`config.mk`:
```
export PLATFORM = sky130hd
export DESIGN_NAME = aes_ram
export DESIGN_NICKNAME = d
export VERILOG_FILES = /design/src/design/aes_ram.sv
export SDC_FILE = /design/constraint.sdc
export NUM_CORES = 2
export LEC_CHECK = 0
export BUFFER_PORTS_ARGS = -buffer_cell sky130_fd_sc_hd__buf_2
export CORE_MARGIN = 8
export CORE_UTILIZATION = 40
export DETAILED_ROUTE_END_ITERATION = 8
export PLACE_DENSITY = 0.62
export SETUP_SLACK_MARGIN = 0.2
export SLEW_MARGIN = 40
export SYNTH_ARGS = -nofsm -noshare
export SYNTH_HDL_FRONTEND = slang
export SYNTH_SLANG_ARGS = --single-unit
```
`constraint.sdc`:
```
create_clock -name clk_i -period 3.9 [get_ports clk_i]
set_input_delay 0.39 -clock clk_i [delete_from_list [all_inputs] [get_ports clk_i]]
set_output_delay 0.39 -clock clk_i [all_outputs]
set_load 0.05 [all_outputs]
```
`src/design/aes_ram.sv`:
```
module aes_ram #(
  parameter int unsigned Width = 32,
  parameter int unsigned Depth = 64
) (
  input  logic                     clk_i,
  input  logic                     we_i,
  input  logic [$clog2(Depth)-1:0] waddr_i,
  input  logic [Width-1:0]         wdata_i,
  input  logic [$clog2(Depth)-1:0] raddr_i,
  output logic [Width-1:0]         rdata_o
);

  logic [Width-1:0] mem_q [Depth];

  always_ff @(posedge clk_i) begin
    if (we_i) begin
      mem_q[waddr_i] <= wdata_i;
    end
    rdata_o <= mem_q[raddr_i];
  end

endmodule

```
Yosys cells after proc, flatten, opt, wreduce, memory -nomap -nowiden:

Memory sizes are Yosys's and may differ from the RTL's. A register that Yosys moved wholly into a read port is not among the register bits.
Cells that the tools add are included.

* flip-flop bits (word level): 0
* RAM bits: 2048
* word-level logic and storage cells: 3
* memories kept: 1

Memory list
* mem_q: words 64, bits a word 32, read ports 1, clocked after Yosys merged registers in 1, write ports 1, line 13 `logic [Width-1:0] mem_q [Depth];`

* mux-type cells: 2

Operators with widths (number)
* two-way mux 1 bit: 2

Logic depth before layout (Yosys ltp):

* word-level depth: 2
* depth in mapped cells: 10
* gate-level depth less buffers: 5

Worst setup path before layout:

OpenSTA, ideal clock, no wires.

* path kind: input-to-reg
* from: input port waddr_i[3]
* to: memory mem_q[48][0] (enable)
* setup time: 0.461 ns
* arrival time: 3.089 ns
* required time: 3.439 ns
* setup slack: 0.350 ns
* stages: 4
* path buffers: 1
* cells stage by stage: clkbuf_1 nor2b_1 nand4b_1 nor3_1

RTL lines
* start, declared: line 7 `input logic [$clog2(Depth)-1:0] waddr_i,`
* end, declared: line 13

No word-level cell before the write port.

==> summary.md <==
| Metric | Value |
|---|---|
| R2R Path Start | mem_q[55][18]$_DFFE_PP_ |
| Power per standard cell area | just over 500 nW/um2 |
| Setup-failing EPs final | 0 |
| Switching power of the nets | between 9 and 10 mW |
| Register area share after synthesis | 0.791 |
| Final hold slack | 0.0131 ns |
| RSZ-0062 raised after global routing | false |
| Drt initial violations | ~4700 |
| P_int | 36.6 mW |
| Top_reg_cell synth | edfxtp_1 |
| Post-CTS Repair Setup Buffers | 0 |
| Filler instances | 15900 |
| Netlist cell types | 34 |
| Fin crit share | 0.678 |
| Flop pwr share | 0.534 |
| Die H | around 460 um |
| Register area | 62100 um2 |
| Buf/Inv on CP | 4 |
| Area growth from synthesis to layout | 15.5% |
| Htree depth | 4 |
| Drc violations | 0 |
| Clock Path Buffers | 3 |
| Worst setup EP type | register |
| Crit path max-delay family | buffers and inverters |
| Crit-path max FO | 41 |
| Combinational power share | 0.054 |
| Hold path cells | 1 |
| WS Path Type | input port to register |
| Post-synth EDFFs | 2048 |
| Routed WL | slightly above 200 mm |
| Highest clock rate | 378 MHz |
| Syn. warnings | 0 |
| TritonCTS clock tree | yes |
| Reg2Reg Depth | 6 |
| Maxcap violations | 0 |
| Commonest non-fill, non-tap cell in the layout | edfxtp_1 |
| Min-delay src | wdata_i[16] |
| Slowest cell on the critical path | o22ai_1 |
| Worst min path class | input port to register |
| Routability cong. | roughly 0.8 |
| CTS Root Cell | clkbuf_16 |
| Final Hold Fails | 0 |
| Netlist Area Pre-Place | 78500 um2 |
| Slew Limit Fails | 0 |
| Routed len/inst | 32.2 um |
| Post-Synthesis Cells | 3324 |
| Worst Path Arrival | 3.31 ns |
| GRT Resource Usage Total | 0.193 |
| Antenna Violating Nets Remaining | 0 |
| Vias per std cell | ~5.8 |
| Crit-path max cell delay | 0.59 ns |
| Die footprint | around 210000 um2 |
| Minimum clock period | 2.64 ns |
| DP HPWL | 119 mm |
| Via Count | roughly 37000 |
| Worst-Margin Slew | 0.867 ns |
| R2R Path End | rdata_o[18]$_DFF_P_ |
| Width of the die | 459 um |
| Starting Density | 0.403 |
| Core area | between 150000 and 200000 um2 |
| Io pins | 78 |
| Run status | finished clean |
| Reg clk slew, reported paths | 0.06 ns |
| Placed Cells incl. Taps | 6051 |
| Critical Path RT | 4.57 ns |
| Commonest cells after routing, fill and taps aside | 2048 x edfxtp_1, 544 x mux4_2, 212 x clkbuf_16, 166 x buf_4, 93 x mux2i_1 |
| Sw Share | 0.214 |
| Setup_tns | 0 ns |
| Total grt overflow | 0 |
| Synth Net Count | 3370 |
| Largest net degree at the start of global routing | 65 |
| Worst VDD drop | approximately 0.00038 V |
| Rows | roughly 160 |
| Final Non-Filler Cells | 6436 |
| Share of cells above drive strength 1 | 0.311 |
| Antenna violations before repair | 16 |
| Async set-or-reset flop fraction in the synthesized netlist | 0 |
| Nets | 3688 |
| Syn avg cell area | 23.6 um2 |
| Yosys reg bits | between 2000 and 2500 |
| Hold Path End | mem_q[28][16]$_DFFE_PP_ |
| Slew HR | 0.422 |
| Leakage power | 28.1 nW |
| Crit-path cells | buf_8, buf_12, buf_12, buf_4, mux4_2, mux4_2, o22ai_1, nor2_1 |
| Number of port buffers | 77 |
| Flop-to-flop setup slack | 1.44 ns |
| Power, Total | between 40 and 50 mW |
| Startpoint Class | input port |
| Area of the multi-input gates | 16000 um2 |
| Total CTS buffers | 206 |
| Worst-skew pair later-pin latency | 0.84 ns |
| First-pass GRT wire length | 291 mm |
| Clock share of power | 0.412 |
| Drt pass-1 iters | 5 |
| Vias in the first global route | 37500 |
| TritonCTS Sinks | 2080 |
| Max Clock Skew | 0.0273 ns |
-- worst reg2reg max path, stage by stage (launching register included) --
cell and delay (ns):
edfxtp_1 0.37, mux4_2 0.47, mux2i_1 0.64, nand3b_1 0.31, a31oi_1 0.24, buf_4 0.13, nor2_1 0.11
-- sequential cells by signal, indices dropped and copies added, names as in the netlist --
name,cells
mem_q,2048
rdata_o,32
-- metrics by stage --
step / utilization / setup slack (ns) / cell area, um2
2_1_floorplan: - / 0.350 / 78500
3_3_place_gp: 0.431 / 0.279 / 84000
3_5_place_dp: 0.431 / 0.276 / 84100
4_1_cts: 0.465 / 1.18 / 90700
5_1_grt: 0.465 / 1.22 / 90700
6_report: 0.465 / 1.26 / 90700
-- synth_stat cells, types with 3 or more instances --
master,number,share of area
edfxtp_1,2048,0.78
mux2i_1,93,0.012
or3b_2,3,0.00033
nand3_1,5,0.00032
a311oi_1,8,0.00089
buf_2,57,0.0036
buf_6,5,0.00072
and3_1,4,0.00032
buf_4,25,0.0024
clkbuf_1,74,0.0035
nand2b_1,8,0.00064
a22oi_1,12,0.0011
buf_1,21,0.0010
mux4_2,544,0.16
o32ai_1,4,0.00045
a21oi_1,62,0.0040
or3_1,3,0.00024
nand2_1,26,0.0012
dfxtp_1,32,0.0082
nor3_1,7,0.00045
nor2b_1,15,0.0012
nand3b_1,5,0.00048
o22ai_1,84,0.0067
nor2_1,137,0.0065
o221ai_1,27,0.0030
a41o_1,4,0.00051
-- kinds of logic after synthesis --
| family | count (synthesis) | share of synthesized area |
|---|---|---|
| AOI/OAI and AO/OA | 202 | 0.0167 |
| buffers and inverters | 182 | 0.0113 |
| DFF | 2080 | 0.791 |
| muxes | 637 | 0.168 |
| and+or+nand+nor | 223 | 0.0127 |
-- final cells by class --
type	count	share of cell area
well taps	2624	0.0362
clock buffers	283	0.0627
diodes	3	0.0000828
repair buffers	292	0.0306
multi-input cells	1062	0.176
flip-flops and latches	2080	0.685
clock inverters	92	0.00898
-- what timing repair did --
item,4_1_cts,5_1_grt
hold buffers,6,0
hold endpoints to repair,78,0
gates resized for setup,0,0
-- layer usage --
metal  share of wire  track usage  up-vias
met3           0.081       0.0350      264
li1                -            -    14900
met5         0.00039            0        -
met4           0.027       0.0521       14
met2            0.48        0.313     1736
met1            0.41        0.271    20600
-- worst max path at each step --
stage,startpoint,end,cells after the start
floorplan,waddr_i[3],mem_q[48][0]$_DFFE_PP_,4
global placement,raddr_i[1],rdata_o[22]$_DFF_P_,8
detailed placement,raddr_i[1],rdata_o[22]$_DFF_P_,8
CTS,raddr_i[1],rdata_o[22]$_DFF_P_,8
global route,raddr_i[1],rdata_o[22]$_DFF_P_,8
finish,raddr_i[1],rdata_o[22]$_DFF_P_,8
-- power groups by stage --
stage                     registers, mW  clock network [mW]  logic, mW
after floorplan                    25.4                   0       1.20
after global placement             25.3                   0       2.51
after detailed placement           25.3                   0       2.54
after CTS                          24.9                19.5       2.56
after global routing               24.9                20.2       2.65
final                              24.9                19.2       2.52
No activity file was read; power rests on OpenSTA's default activity.
